--- src/design/lswc_pkg.sv ---
package lswc_pkg;

    localparam int COORD_WIDTH_DEF    = 16;
    localparam int MAX_CLIP_STEPS_DEF = 4;
    localparam int QUEUE_DEPTH        = 2;
    localparam int CALC_WIDTH         = 32;

    localparam logic [3:0] CODE_LEFT  = 4'd1;
    localparam logic [3:0] CODE_RIGHT = 4'd2;
    localparam logic [3:0] CODE_BELOW = 4'd4;
    localparam logic [3:0] CODE_ABOVE = 4'd8;

    typedef enum logic [1:0] {
        REG_LEFT   = 2'd0,
        REG_RIGHT  = 2'd1,
        REG_BOTTOM = 2'd2,
        REG_TOP    = 2'd3
    } t_reg_index;

    // Region code of a point; all values are sign-extended to CALC_WIDTH.
    function automatic logic [3:0] f_outcode(
        input logic signed [CALC_WIDTH-1:0] x,
        input logic signed [CALC_WIDTH-1:0] y,
        input logic signed [CALC_WIDTH-1:0] left,
        input logic signed [CALC_WIDTH-1:0] right,
        input logic signed [CALC_WIDTH-1:0] bottom,
        input logic signed [CALC_WIDTH-1:0] top
    );
        logic [3:0] code;
        code = 4'd0;
        if (x < left) begin
            code = code | CODE_LEFT;
        end else if (x > right) begin
            code = code | CODE_RIGHT;
        end
        if (y < bottom) begin
            code = code | CODE_BELOW;
        end else if (y > top) begin
            code = code | CODE_ABOVE;
        end
        return code;
    endfunction

endpackage

--- src/design/lswc_fifo.sv ---
module lswc_fifo #(
    parameter int WIDTH = 72,
    parameter int DEPTH = lswc_pkg::QUEUE_DEPTH
) (
    input  logic             i_clk,
    input  logic             i_rst_n,
    input  logic             i_push,
    input  logic [WIDTH-1:0] i_data,
    output logic             o_full,
    input  logic             i_pop,
    output logic [WIDTH-1:0] o_data,
    output logic             o_empty
);
    localparam int PW = (DEPTH > 1) ? $clog2(DEPTH) : 1;
    localparam int CW = $clog2(DEPTH + 1);

    logic [WIDTH-1:0] r_mem [DEPTH];
    logic [PW-1:0]    r_wr;
    logic [PW-1:0]    r_rd;
    logic [CW-1:0]    r_count;
    logic             do_push;
    logic             do_pop;

    assign o_full  = (r_count == CW'(DEPTH));
    assign o_empty = (r_count == '0);
    assign o_data  = r_mem[r_rd];
    assign do_push = i_push && !o_full;
    assign do_pop  = i_pop && !o_empty;

    always_ff @(posedge i_clk) begin
        if (!i_rst_n) begin
            r_wr    <= '0;
            r_rd    <= '0;
            r_count <= '0;
        end else begin
            if (do_push) begin
                r_wr <= (r_wr == PW'(DEPTH - 1)) ? '0 : r_wr + 1'b1;
            end
            if (do_pop) begin
                r_rd <= (r_rd == PW'(DEPTH - 1)) ? '0 : r_rd + 1'b1;
            end
            if (do_push && !do_pop) begin
                r_count <= r_count + 1'b1;
            end else if (do_pop && !do_push) begin
                r_count <= r_count - 1'b1;
            end
        end
    end

    always_ff @(posedge i_clk) begin
        if (do_push) begin
            r_mem[r_wr] <= i_data;
        end
    end

endmodule

--- src/design/lswc_front.sv ---
module lswc_front #(
    parameter int COORD_WIDTH = lswc_pkg::COORD_WIDTH_DEF
) (
    input  logic                          i_clk,
    input  logic                          i_rst_n,
    input  logic                          i_push,
    output logic                          o_full,
    input  logic signed [COORD_WIDTH-1:0] i_start_x,
    input  logic signed [COORD_WIDTH-1:0] i_start_y,
    input  logic signed [COORD_WIDTH-1:0] i_end_x,
    input  logic signed [COORD_WIDTH-1:0] i_end_y,
    input  logic signed [COORD_WIDTH-1:0] i_left,
    input  logic signed [COORD_WIDTH-1:0] i_right,
    input  logic signed [COORD_WIDTH-1:0] i_bottom,
    input  logic signed [COORD_WIDTH-1:0] i_top,
    output logic                          o_q_push,
    output logic [4*COORD_WIDTH+7:0]      o_q_data,
    input  logic                          i_q_full
);
    localparam int CW = lswc_pkg::CALC_WIDTH;

    logic                     r_valid;
    logic [4*COORD_WIDTH+7:0] r_item;
    logic [3:0]               c_start;
    logic [3:0]               c_end;
    logic                     accept;

    // Classify both endpoints as the item comes in.
    always_comb begin
        c_start = lswc_pkg::f_outcode(CW'(i_start_x), CW'(i_start_y), CW'(i_left),
                                      CW'(i_right), CW'(i_bottom), CW'(i_top));
        c_end   = lswc_pkg::f_outcode(CW'(i_end_x), CW'(i_end_y), CW'(i_left),
                                      CW'(i_right), CW'(i_bottom), CW'(i_top));
    end

    assign o_q_push = r_valid && !i_q_full;
    assign o_full   = r_valid && i_q_full;
    assign accept   = i_push && !o_full;
    assign o_q_data = r_item;

    always_ff @(posedge i_clk) begin
        if (!i_rst_n) begin
            r_valid <= 1'b0;
        end else if (accept) begin
            r_valid <= 1'b1;
        end else if (o_q_push) begin
            r_valid <= 1'b0;
        end
    end

    always_ff @(posedge i_clk) begin
        if (accept) begin
            r_item <= {i_start_x, i_start_y, i_end_x, i_end_y, c_start, c_end};
        end
    end

endmodule

--- src/design/lswc_back.sv ---
module lswc_back #(
    parameter int COORD_WIDTH    = lswc_pkg::COORD_WIDTH_DEF,
    parameter int MAX_CLIP_STEPS = lswc_pkg::MAX_CLIP_STEPS_DEF
) (
    input  logic                          i_clk,
    input  logic                          i_rst_n,
    input  logic [4*COORD_WIDTH+7:0]      i_q_data,
    input  logic                          i_q_empty,
    output logic                          o_q_pop,
    input  logic signed [COORD_WIDTH-1:0] i_left,
    input  logic signed [COORD_WIDTH-1:0] i_right,
    input  logic signed [COORD_WIDTH-1:0] i_bottom,
    input  logic signed [COORD_WIDTH-1:0] i_top,
    output logic                          o_empty,
    input  logic                          i_pop,
    output logic                          o_visible,
    output logic signed [COORD_WIDTH-1:0] o_x1,
    output logic signed [COORD_WIDTH-1:0] o_y1,
    output logic signed [COORD_WIDTH-1:0] o_x2,
    output logic signed [COORD_WIDTH-1:0] o_y2
);
    localparam int W  = COORD_WIDTH;
    localparam int CW = lswc_pkg::CALC_WIDTH;
    localparam int SW = $clog2(MAX_CLIP_STEPS + 1);
    localparam int NW = $clog2(2 * W);

    typedef enum logic [2:0] {
        S_IDLE, S_CHECK, S_MUL, S_DIV, S_UPD, S_DONE
    } t_state;

    t_state                r_state;
    logic signed [W-1:0]   r_x1, r_y1, r_x2, r_y2;
    logic [3:0]            r_c1, r_c2;
    logic                  r_vis;
    logic [SW-1:0]         r_step;
    logic [W-1:0]          r_amag, r_bmag, r_dmag;
    logic                  r_neg, r_zero, r_horiz, r_sel;
    logic signed [W-1:0]   r_base, r_bnd, r_keep;
    logic [2*W-1:0]        r_dvd;
    logic [W-1:0]          r_rem;
    logic [NW-1:0]         r_cnt;

    logic                  sel;
    logic [3:0]            code;
    logic                  horiz;
    logic signed [W-1:0]   bnd, base, keep;
    logic signed [W:0]     da, db, dd;
    logic [W:0]            trial;
    logic                  ge;
    logic [W-1:0]          quot;
    logic signed [W-1:0]   newv;
    logic signed [W-1:0]   ux, uy;
    logic [3:0]            ucode;

    function automatic logic signed [W:0] f_diff(input logic signed [W-1:0] p,
                                                 input logic signed [W-1:0] q);
        return {p[W-1], p} - {q[W-1], q};
    endfunction

    function automatic logic [W-1:0] f_mag(input logic signed [W:0] v);
        logic [W:0] m;
        m = v[W] ? -v : v;
        return m[W-1:0];
    endfunction

    // Pick the outside endpoint and the boundary it crosses.
    always_comb begin
        sel   = (r_c1 != 4'd0);
        code  = sel ? r_c1 : r_c2;
        horiz = ((code & (lswc_pkg::CODE_LEFT | lswc_pkg::CODE_RIGHT)) != 4'd0);
        if (horiz) begin
            bnd  = ((code & lswc_pkg::CODE_LEFT) != 4'd0) ? i_left : i_right;
            da   = f_diff(r_y2, r_y1);
            db   = f_diff(bnd, r_x1);
            dd   = f_diff(r_x2, r_x1);
            base = r_y1;
            keep = sel ? r_y1 : r_y2;
        end else begin
            bnd  = ((code & lswc_pkg::CODE_BELOW) != 4'd0) ? i_bottom : i_top;
            da   = f_diff(r_x2, r_x1);
            db   = f_diff(bnd, r_y1);
            dd   = f_diff(r_y2, r_y1);
            base = r_x1;
            keep = sel ? r_x1 : r_x2;
        end
    end

    // One restoring division step per cycle.
    assign trial = {r_rem, r_dvd[2*W-1]};
    assign ge    = (trial >= {1'b0, r_dmag});

    always_comb begin
        quot = r_dvd[W-1:0];
        newv = r_zero ? r_keep : (r_base + (r_neg ? -quot : quot));
        ux   = r_sel ? r_x1 : r_x2;
        uy   = r_sel ? r_y1 : r_y2;
        if (r_horiz) begin
            ux = r_bnd;
            uy = newv;
        end else begin
            ux = newv;
            uy = r_bnd;
        end
        ucode = lswc_pkg::f_outcode(CW'(ux), CW'(uy), CW'(i_left), CW'(i_right),
                                    CW'(i_bottom), CW'(i_top));
    end

    assign o_q_pop   = (r_state == S_IDLE) && !i_q_empty;
    assign o_empty   = (r_state != S_DONE);
    assign o_visible = r_vis;
    assign o_x1      = r_x1;
    assign o_y1      = r_y1;
    assign o_x2      = r_x2;
    assign o_y2      = r_y2;

    always_ff @(posedge i_clk) begin
        if (!i_rst_n) begin
            r_state <= S_IDLE;
        end else begin
            case (r_state)
                S_IDLE: begin
                    if (!i_q_empty) begin
                        {r_x1, r_y1, r_x2, r_y2, r_c1, r_c2} <= i_q_data;
                        r_step  <= '0;
                        r_state <= S_CHECK;
                    end
                end
                S_CHECK: begin
                    if (r_c1 == 4'd0 && r_c2 == 4'd0) begin
                        r_vis   <= 1'b1;
                        r_state <= S_DONE;
                    end else if ((r_c1 & r_c2) != 4'd0
                                 || r_step == SW'(MAX_CLIP_STEPS)) begin
                        r_vis   <= 1'b0;
                        r_state <= S_DONE;
                    end else begin
                        r_amag  <= f_mag(da);
                        r_bmag  <= f_mag(db);
                        r_dmag  <= f_mag(dd);
                        r_neg   <= da[W] ^ db[W] ^ dd[W];
                        r_zero  <= (dd == '0);
                        r_horiz <= horiz;
                        r_sel   <= sel;
                        r_base  <= base;
                        r_bnd   <= bnd;
                        r_keep  <= keep;
                        r_state <= (dd == '0) ? S_UPD : S_MUL;
                    end
                end
                S_MUL: begin
                    r_dvd   <= r_amag * r_bmag;
                    r_rem   <= '0;
                    r_cnt   <= '0;
                    r_state <= S_DIV;
                end
                S_DIV: begin
                    r_rem   <= ge ? W'(trial - {1'b0, r_dmag}) : trial[W-1:0];
                    r_dvd   <= {r_dvd[2*W-2:0], ge};
                    r_cnt   <= r_cnt + 1'b1;
                    if (r_cnt == NW'(2 * W - 1)) begin
                        r_state <= S_UPD;
                    end
                end
                S_UPD: begin
                    if (r_sel) begin
                        r_x1 <= ux;
                        r_y1 <= uy;
                        r_c1 <= ucode;
                    end else begin
                        r_x2 <= ux;
                        r_y2 <= uy;
                        r_c2 <= ucode;
                    end
                    r_step  <= r_step + 1'b1;
                    r_state <= S_CHECK;
                end
                S_DONE: begin
                    if (i_pop) begin
                        r_state <= S_IDLE;
                    end
                end
                default: begin
                    r_state <= S_IDLE;
                end
            endcase
        end
    end

endmodule

--- src/design/line_segment_window_clipper.sv ---
// Cohen-Sutherland line clipper. Each item is one segment with two signed
// endpoints; the block returns exactly one result item per segment, giving
// whether it is visible inside the window and both endpoints as they stand
// when clipping stops (rejected segments report their endpoints too). The
// window is set through the configuration port; the user must write it only
// while the block is idle, and the block itself does not enforce this. A front
// stage classifies incoming endpoints and hands them to a two-entry queue, so
// new items are taken while the clip engine is busy or its result waits to be
// popped. The clip engine works one segment at a time, through at most
// MAX_CLIP_STEPS clip steps; a step forms the intersection point with the
// shared one-bit-per-cycle divider, which it skips when the run along the
// crossed axis is zero.
module line_segment_window_clipper #(
    parameter int COORD_WIDTH    = lswc_pkg::COORD_WIDTH_DEF,
    parameter int MAX_CLIP_STEPS = lswc_pkg::MAX_CLIP_STEPS_DEF
) (
    input  logic                          i_clk,
    input  logic                          i_rst_n,
    // Segment input, queue style.
    input  logic                          push,
    output logic                          full,
    input  logic signed [COORD_WIDTH-1:0] i_start_x,
    input  logic signed [COORD_WIDTH-1:0] i_start_y,
    input  logic signed [COORD_WIDTH-1:0] i_end_x,
    input  logic signed [COORD_WIDTH-1:0] i_end_y,
    // Result output, queue style.
    output logic                          empty,
    input  logic                          pop,
    output logic                          o_visible,
    output logic signed [COORD_WIDTH-1:0] o_clipped_start_x,
    output logic signed [COORD_WIDTH-1:0] o_clipped_start_y,
    output logic signed [COORD_WIDTH-1:0] o_clipped_end_x,
    output logic signed [COORD_WIDTH-1:0] o_clipped_end_y,
    // Window register writes.
    input  logic                          i_cfg_valid,
    output logic                          o_cfg_ready,
    input  logic [1:0]                    i_cfg_index,
    input  logic [COORD_WIDTH-1:0]        i_cfg_data
);
    localparam int IW = 4 * COORD_WIDTH + 8;

    // Window registers; reset values give the default 50..100 square.
    logic signed [COORD_WIDTH-1:0] r_left, r_right, r_bottom, r_top;

    logic          q_push, q_full, q_pop, q_empty;
    logic [IW-1:0] q_wdata, q_rdata;

    // Register writes are always taken.
    assign o_cfg_ready = 1'b1;

    always_ff @(posedge i_clk) begin
        if (!i_rst_n) begin
            r_left   <= COORD_WIDTH'(50);
            r_right  <= COORD_WIDTH'(100);
            r_bottom <= COORD_WIDTH'(50);
            r_top    <= COORD_WIDTH'(100);
        end else if (i_cfg_valid) begin
            case (i_cfg_index)
                lswc_pkg::REG_LEFT:   r_left   <= i_cfg_data;
                lswc_pkg::REG_RIGHT:  r_right  <= i_cfg_data;
                lswc_pkg::REG_BOTTOM: r_bottom <= i_cfg_data;
                lswc_pkg::REG_TOP:    r_top    <= i_cfg_data;
                default: begin
                end
            endcase
        end
    end

    lswc_front #(
        .COORD_WIDTH(COORD_WIDTH)
    ) u_front (
        .i_clk    (i_clk),
        .i_rst_n  (i_rst_n),
        .i_push   (push),
        .o_full   (full),
        .i_start_x(i_start_x),
        .i_start_y(i_start_y),
        .i_end_x  (i_end_x),
        .i_end_y  (i_end_y),
        .i_left   (r_left),
        .i_right  (r_right),
        .i_bottom (r_bottom),
        .i_top    (r_top),
        .o_q_push (q_push),
        .o_q_data (q_wdata),
        .i_q_full (q_full)
    );

    lswc_fifo #(
        .WIDTH(IW),
        .DEPTH(lswc_pkg::QUEUE_DEPTH)
    ) u_queue (
        .i_clk  (i_clk),
        .i_rst_n(i_rst_n),
        .i_push (q_push),
        .i_data (q_wdata),
        .o_full (q_full),
        .i_pop  (q_pop),
        .o_data (q_rdata),
        .o_empty(q_empty)
    );

    lswc_back #(
        .COORD_WIDTH   (COORD_WIDTH),
        .MAX_CLIP_STEPS(MAX_CLIP_STEPS)
    ) u_back (
        .i_clk    (i_clk),
        .i_rst_n  (i_rst_n),
        .i_q_data (q_rdata),
        .i_q_empty(q_empty),
        .o_q_pop  (q_pop),
        .i_left   (r_left),
        .i_right  (r_right),
        .i_bottom (r_bottom),
        .i_top    (r_top),
        .o_empty  (empty),
        .i_pop    (pop),
        .o_visible(o_visible),
        .o_x1     (o_clipped_start_x),
        .o_y1     (o_clipped_start_y),
        .o_x2     (o_clipped_end_x),
        .o_y2     (o_clipped_end_y)
    );

endmodule
--- config.mk ---
export PLATFORM = sky130hd
export DESIGN_NAME = line_segment_window_clipper
export DESIGN_NICKNAME = d
export VERILOG_FILES = /design/src/design/lswc_pkg.sv /design/src/design/lswc_fifo.sv /design/src/design/lswc_front.sv /design/src/design/lswc_back.sv /design/src/design/line_segment_window_clipper.sv
export SDC_FILE = /design/constraint.sdc
export NUM_CORES = 2
export LEC_CHECK = 0
export BUFFER_PORTS_ARGS = -buffer_cell sky130_fd_sc_hd__buf_2
export CAP_MARGIN = 10
export CORE_MARGIN = 2
export CORE_UTILIZATION = 30
export DETAILED_ROUTE_END_ITERATION = 8
export PLACE_DENSITY = 0.51
export SETUP_SLACK_MARGIN = 0.3
export SLEW_MARGIN = 40
export SYNTH_ARGS = -nofsm -noshare
export SYNTH_HDL_FRONTEND = slang
export SYNTH_SLANG_ARGS = --single-unit
--- constraint.sdc ---
create_clock -name i_clk -period 9.1 [get_ports i_clk]
set_clock_uncertainty 0.2 [all_clocks]
set_input_delay 0.91 -clock i_clk [delete_from_list [all_inputs] [get_ports i_clk]]
set_output_delay 0.91 -clock i_clk [all_outputs]
set_load 0.01 [all_outputs]
## Word-level counts from Yosys, hierarchy flattened

Memory sizes are Yosys's and may differ from the RTL's. A register that Yosys moved wholly into a read port is not among the register bits.
Cells that the tools add are included.

- Input bits: 87
- Memories: 1
- Output and inout port bits: 68
- Logic and storage cells: 198
- Register bits: 373
- RAM bits: 144

- Multiply operators: 1
- Magnitude comparators: 13
- $add $sub $neg: 16
- Mux-type cells: 72
- Bitwise logic cells: 5
- Reductions and logical operators: 40
- Equal/unequal tests: 17

Memories:

| memory | words | bits a word | rd ports | clocked after memory_dff | wr ports | RTL line | RTL |
|---|---|---|---|---|---|---|---|
| u_queue.r_mem | 2 | 72 | 1 | 1 | 1 | lswc_fifo.sv:17 | `logic [WIDTH-1:0] r_mem [DEPTH];` |

Operators by type and width:

| cell | number |
|---|---|
| two-way mux 16 bit | 23 |
| case mux 16 bit (2 select lines) | 5 |
| greater-than comparator 16 bit | 6 |
| less-than comparator 16 bit | 6 |
| subtractor 16 x 16 -> 17 bit | 4 |
| negation 16 bit | 4 |
| case mux 32 bit (2 select lines) | 1 |
| two-way mux 17 bit | 3 |
| two-way mux 4 bit | 12 |
| multiplier 16 x 16 -> 32 bit | 1 |
| two-way mux 3 bit | 8 |
| case mux 3 bit (6 select lines) | 1 |
| greater-or-equal comparator 17 x 16 -> 1 bit | 1 |
| zero test 17 bit | 1 |
| adder 16 bit | 1 |
| case mux 4 bit (2 select lines) | 2 |
| subtractor 16 bit | 1 |
| two-way mux 2 bit | 6 |
| AND reduction 4 bit | 3 |
| nonzero test 4 bit | 3 |
| case mux 5 bit (2 select lines) | 1 |
| AND reduction 2 bit | 5 |
| nonzero test 2 bit | 5 |
| equality test 3 bit (second input constant) | 3 |
| 25 further kinds | 58 |

## Depth between registers and ports, before layout

- Word-level depth: 12
- Gate-level depth with buffers: 26
- Mapped depth without buffers: 26

## Hierarchy

A second synthesis with hierarchy kept.

- Cells, all modules: 3,939
- Area total of the unflattened synthesis: 39,850.7 sq um

By module, submodules not included:

| module | cells an instance | seq. area each (sq um) | area an instance (sq um) | times used |
|---|---|---|---|---|
| lswc_back | 2,999 | 6,936.7 | 26,784.4 | 1 |
| lswc_fifo | 249 | 4,424.2 | 5,452.7 | 1 |
| lswc_front | 457 | 2,182.1 | 5,171.2 | 1 |
| line_segment_window_clipper | 234 | 1,281.2 | 2,442.3 | 1 |

## Worst setup path after synthesis

OpenSTA, ideal clock, no wires.

- Path kind: register to register
- From: register u_back.r_bmag[6]
- To: register u_back.r_dvd[31] (data pin)
- Path slack: 2.591 ns
- Stages on the path, launching flop included: 24
- Data arrival time: 6.039 ns
- Required time: 8.630 ns
- Path buffers: 1
- Library setup time: 0.270 ns
- Clock period less this slack: 6.509 ns
- Cell sequence: edfxtp_1 clkbuf_1 and2_1 fa_1 inv_1 fa_1 fa_1 inv_1 fa_1 fa_1 inv_1 fa_1 inv_1 ha_1 a21o_1 a21oi_1 o21bai_1 a311oi_1 o311ai_1 a31oi_1 o21ai_0 a21oi_1 xnor2_1 a21oi_1

- Word-level cells in the longest chain between the ends: 2

Ends and longest elaborated chain:

| what | RTL line | RTL |
|---|---|---|
| start: declaration | lswc_back.sv:36 | `logic [W-1:0] r_amag, r_bmag, r_dmag;` |
| start signal: assignment | lswc_back.sv:138 | `r_bmag <= f_mag(db);` |
| multiplier 16 x 16 -> 32 bit | lswc_back.sv:151 | `r_dvd <= r_amag * r_bmag;` |
| case mux 32 bit (2 select lines) | lswc_back.sv:120 | `case (r_state)` |
| end signal: assignment | lswc_back.sv:151 |  |
| end signal: assignment | lswc_back.sv:158 | `r_dvd <= {r_dvd[2*W-2:0], ge};` |
| end: declaration | lswc_back.sv:39 | `logic [2*W-1:0] r_dvd;` |

Every way passes these cells.
A chain may end at the register's enable or synchronous reset.

## Final worst setup path

- From: register u_back.r_amag[6]
- To: register u_back.r_dvd[31] (data pin)

- Word-level cells in the longest chain between the ends: 2

Ends and longest elaborated chain:

| what | RTL line | RTL |
|---|---|---|
| start: declaration | lswc_back.sv:36 |  |
| start signal: assignment | lswc_back.sv:137 | `r_amag <= f_mag(da);` |
| multiplier 16 x 16 -> 32 bit | lswc_back.sv:151 |  |
| case mux 32 bit (2 select lines) | lswc_back.sv:120 |  |

Every way passes these cells.

==> flow_summary.rst <==
.. list-table::
   :header-rows: 1

   * - Metric
     - Value
   * - Die X
     - ~360 µm
   * - Residual DRC
     - 0
   * - Hold buffer count at cts
     - 0
   * - Commonest cells post-synth
     - 470 x sky130_fd_sc_hd__nand2_1, 445 x sky130_fd_sc_hd__edfxtp_1, 412 x sky130_fd_sc_hd__inv_1, 394 x sky130_fd_sc_hd__ha_1, 246 x sky130_fd_sc_hd__nor2_1
   * - Largest fanout on the critical path
     - 16
   * - Delay of the slowest cell on the worst path
     - 670 ps
   * - Maximum number of pins on one net before global-route repair
     - between 70 and 80
   * - HPWL Detailed
     - around 98000 µm
   * - Post-cts sizing count
     - 0
   * - Start-to-end type of the worst setup path
     - reg2reg
   * - CP startpoint
     - u_back.r_amag[6]
   * - Overall die area
     - 133000 µm²
   * - Worst reg2reg endpoint
     - u_back.r_dvd[31]
   * - Worst path setup slack after routing
     - approximately 1700 ps
   * - Data required time of the worst path
     - slightly above 9000 ps
   * - Final non-filler cell area
     - 44000 µm²
   * - Synthesized instance count
     - about 3.9k
   * - Pre-CTS setup slack
     - around 1700 ps
   * - Mean post-synth cell area
     - between 10 and 15 µm²
   * - Combinational group share of total power
     - roughly 63%
   * - Total power divided by cell area
     - between 400 and 500 nW/µm²
   * - Clock tree from TritonCTS
     - yes
   * - Post-synth EDFFs
     - 445
   * - Cell taking the most area after synthesis
     - sky130_fd_sc_hd__edfxtp_1
   * - Most prevalent standard cell on the critical path
     - sky130_fd_sc_hd__fa_1
   * - Reg-to-reg startpoint
     - u_back.r_amag[6]
   * - Post-synth ARST share
     - 0%
   * - Buffers added on ports
     - between 150 and 200
   * - Total vias in the final route
     - ~29k
   * - Grt ovf
     - 0
   * - Count leader, synth
     - sky130_fd_sc_hd__nand2_1
   * - Final Core Density
     - roughly a third
   * - Share of synthesized area occupied by flip-flops and latches
     - a little under two fifths
   * - Post-synthesis net count
     - about 4.6k
   * - WP data arrival
     - approximately 7600 ps
   * - Post-layout min period
     - roughly 7400 ps
   * - Overall routed net length
     - approximately 130000 µm
   * - Total count of hold-check failures in the final report
     - 0
   * - P_int
     - roughly 9500 µW
   * - Sum of negative setup slack
     - 0 ps
   * - Overall die height
     - around 360 µm
   * - CTS H-Tree Depth
     - 3
   * - Worst hold path class
     - reg2reg
   * - Global placement routability congestion
     - 0.899
   * - Number of top-level design ports
     - ~160
   * - Floorplan row count
     - 132
   * - Warning count from the yosys run
     - 0
   * - Delay-heaviest family, CP
     - adder cells
   * - Crit path launch type
     - register
   * - Register with the most flip-flops
     - u_queue.r_mem
   * - Clock network power share
     - 15.6%
   * - CTS Buf Count
     - 66
   * - Number of fill cells
     - ~13k
   * - Endpoint kind of the worst setup timing path
     - register
   * - Signed area change from the synthesized netlist to the final layout
     - 13.1%
   * - Final period util
     - between 80% and 90%
   * - Setup slack, reg-to-reg
     - ~1700 ps
   * - Critical Path, Cell by Cell
     - and2_1 -> fa_1 -> inv_1 -> fa_1 -> fa_1 -> inv_1 -> fa_1 -> fa_1 -> inv_1 -> fa_1 -> inv_1 -> ha_1 -> a21o_1 -> a21oi_1 -> o21bai_1 -> a311oi_1 -> o311ai_1 -> a31oi_1 -> o21ai_0 -> a21oi_1 -> xnor2_1 -> a21oi_1
   * - Relative slew slack
     - between 30% and 40%
   * - Max-cap violations
     - 0
   * - Number of standard cells in the final layout excluding fillers
     - roughly 5.8k
   * - Routed len/inst
     - ~22 µm
   * - Hold Path Cell Cnt
     - 0
   * - Final Slew Violations
     - 0
   * - Result of the run
     - complete, no violations
   * - Leakage power
     - 0.0180 µW
   * - Endpoint of the worst hold-timing path
     - u_queue.r_mem[1][27]
   * - Max Fclk
     - 0.135 GHz
   * - Number of placed instances with taps included
     - about 5.7k
   * - Largest buffer count on any clock path
     - 3
   * - Starting DRC count in detailed routing
     - 2311
   * - Placed Area
     - 41700 µm²
   * - Number of nets in the layout
     - 4671
   * - Number of flip-flops under the largest register name
     - around 140
   * - Largest cells by area after synthesis
     - sky130_fd_sc_hd__edfxtp_1 34%, sky130_fd_sc_hd__ha_1 13%, sky130_fd_sc_hd__fa_1 10%
   * - Later-pin clock latency in the skew report
     - approximately 670 ps
   * - Switching share of power
     - approximately 46%
   * - IR Drop Worst-Case VDD
     - 0.000522 V
   * - Sequential fraction of design power
     - 21.5%
   * - Core area
     - 129000 µm²
   * - Length in cells of the worst reg-to-reg path
     - 22
   * - Area of the mapped netlist
     - between 30000 and 40000 µm²
   * - Slowest CP cell
     - sky130_fd_sc_hd__edfxtp_1
   * - Number of vias per cell
     - about 5.0
   * - First-pass iteration count of the detailed router
     - 5
   * - Most frequently used flop master after synthesis
     - sky130_fd_sc_hd__edfxtp_1
   * - Actual slew at the worst max-slew pin
     - around 900 ps
   * - Share of the synthesized area in the top cell type
     - around a third
   * - Post-CTS setup buffer count
     - 0
   * - Number of sinks on the clock net
     - 518
   * - NetSw
     - just over 8000 µW
   * - Distinct cells, synth
     - 92
   * - Global-route wire length before repair
     - 188000 µm
   * - All-Layer GR Usage
     - 19.1%
   * - Number of synthesized register bits
     - 518
   * - Number of global-route vias before repair
     - between 20k and 30k
   * - Number of antenna violations at the first check in global routing
     - 4
   * - Buf+Inv Stages, Crit Path
     - 4
   * - Startpoint of the tightest hold check path
     - u_front.o_q_data[27]
   * - Share of post-route cells with drive strength above 1
     - a little under 9%
   * - Final ANT Viol Nets
     - 0
   * - RSZ-0062 raised after global routing
     - no
   * - Final setup violating endpoints
     - 0
   * - Buffer cell driving the clock tree root
     - sky130_fd_sc_hd__clkbuf_16
   * - Starting utilization of the core area
     - 30.1%
   * - Worst-path clk slew
     - around 60 ps
[per-layer routing]
metal / GRT usage, % / routed length [µm] / part of all wire (%) / vias to the layer above
li1: - / - / - / 13800
met1: 24.9 / 55700 / 44 / 14200
met2: 32.1 / 60200 / 48 / 738
met3: 2.78 / 5810 / 4.6 / 181
met4: 6.70 / 4530 / 3.6 / 0
met5: 0 / 0 / 0 / -
[worst max path at each step]
stage	to	slack, ps	cells after the start
final	u_back.r_dvd[31]	1710	22
after global routing	u_back.r_dvd[31]	1390	22
after CTS	u_back.r_dvd[31]	1770	22
after detailed placement	u_back.r_dvd[31]	1740	22
after global placement	u_back.r_dvd[31]	1840	22
after floorplan	u_back.r_dvd[31]	2590	23
[layout make-up]
type / instances / area, µm² / share of cell area (%)
multi-input cells: 2806 / 22100 / 50.3
flip-flops and latches: 518 / 14800 / 33.7
well taps: 1742 / 2180 / 4.95
clock buffers: 85 / 1790 / 4.08
inverters: 415 / 1560 / 3.54
repair buffers: 183 / 1030 / 2.35
clock inverters: 36 / 484 / 1.10
diodes: 1 / 2.50 / 0.00569
[power by group through the flow]
stage	Combinational [µW]	Sequential, µW	Clock, µW
finish	11200	3820	2760
global route	12600	3840	2900
CTS	11200	3830	2820
detailed placement	11100	3870	0
global placement	11000	3870	0
floorplan	8130	3650	0
[cell usage in the layout, fill, tap and decap left out, drive strengths merged, types with 8 or more instances in the layout]
master	instances
nand2	470
edfxtp	445
inv	418
ha	394
nor2	246
a21oi	228
fa	200
buf	182
o21ai	164
and2	134
mux2i	116
xnor2	105
clkbuf	86
dfxtp	73
a21o	62
a21boi	62
nor2b	52
o21a	48
a31oi	47
xor2	46
nor3	45
nand3	35
nand4	35
nand2b	34
a211oi	30
o211ai	27
and3	23
o31ai	21
clkinv	21
o21bai	14
or3	13
mux2	13
nor3b	12
o31a	10
or2	9
nor4	9
bufinv	8
[metrics by stage]
stage	total power, µW	hold WS [ps]
floorplan	11800	221
global placement	14900	222
detailed placement	15000	229
CTS	17800	225
global route	19300	244
finish	17700	239
[kinds of logic (layout without fill, tap and decap cells)]
group | count (synthesis) | in the layout | synth area share [%]
other cells | 1 | 2 | 0.00963
fa+ha+maj | 594 | 594 | 22.9
xor+xnor | 151 | 151 | 3.40
mux | 129 | 129 | 3.39
flops | 518 | 518 | 38.1
buf+inv | 548 | 719 | 5.38
compound gates | 789 | 789 | 13.0
simple gates | 1142 | 1142 | 13.8
(Power assumes the default switching activity.)
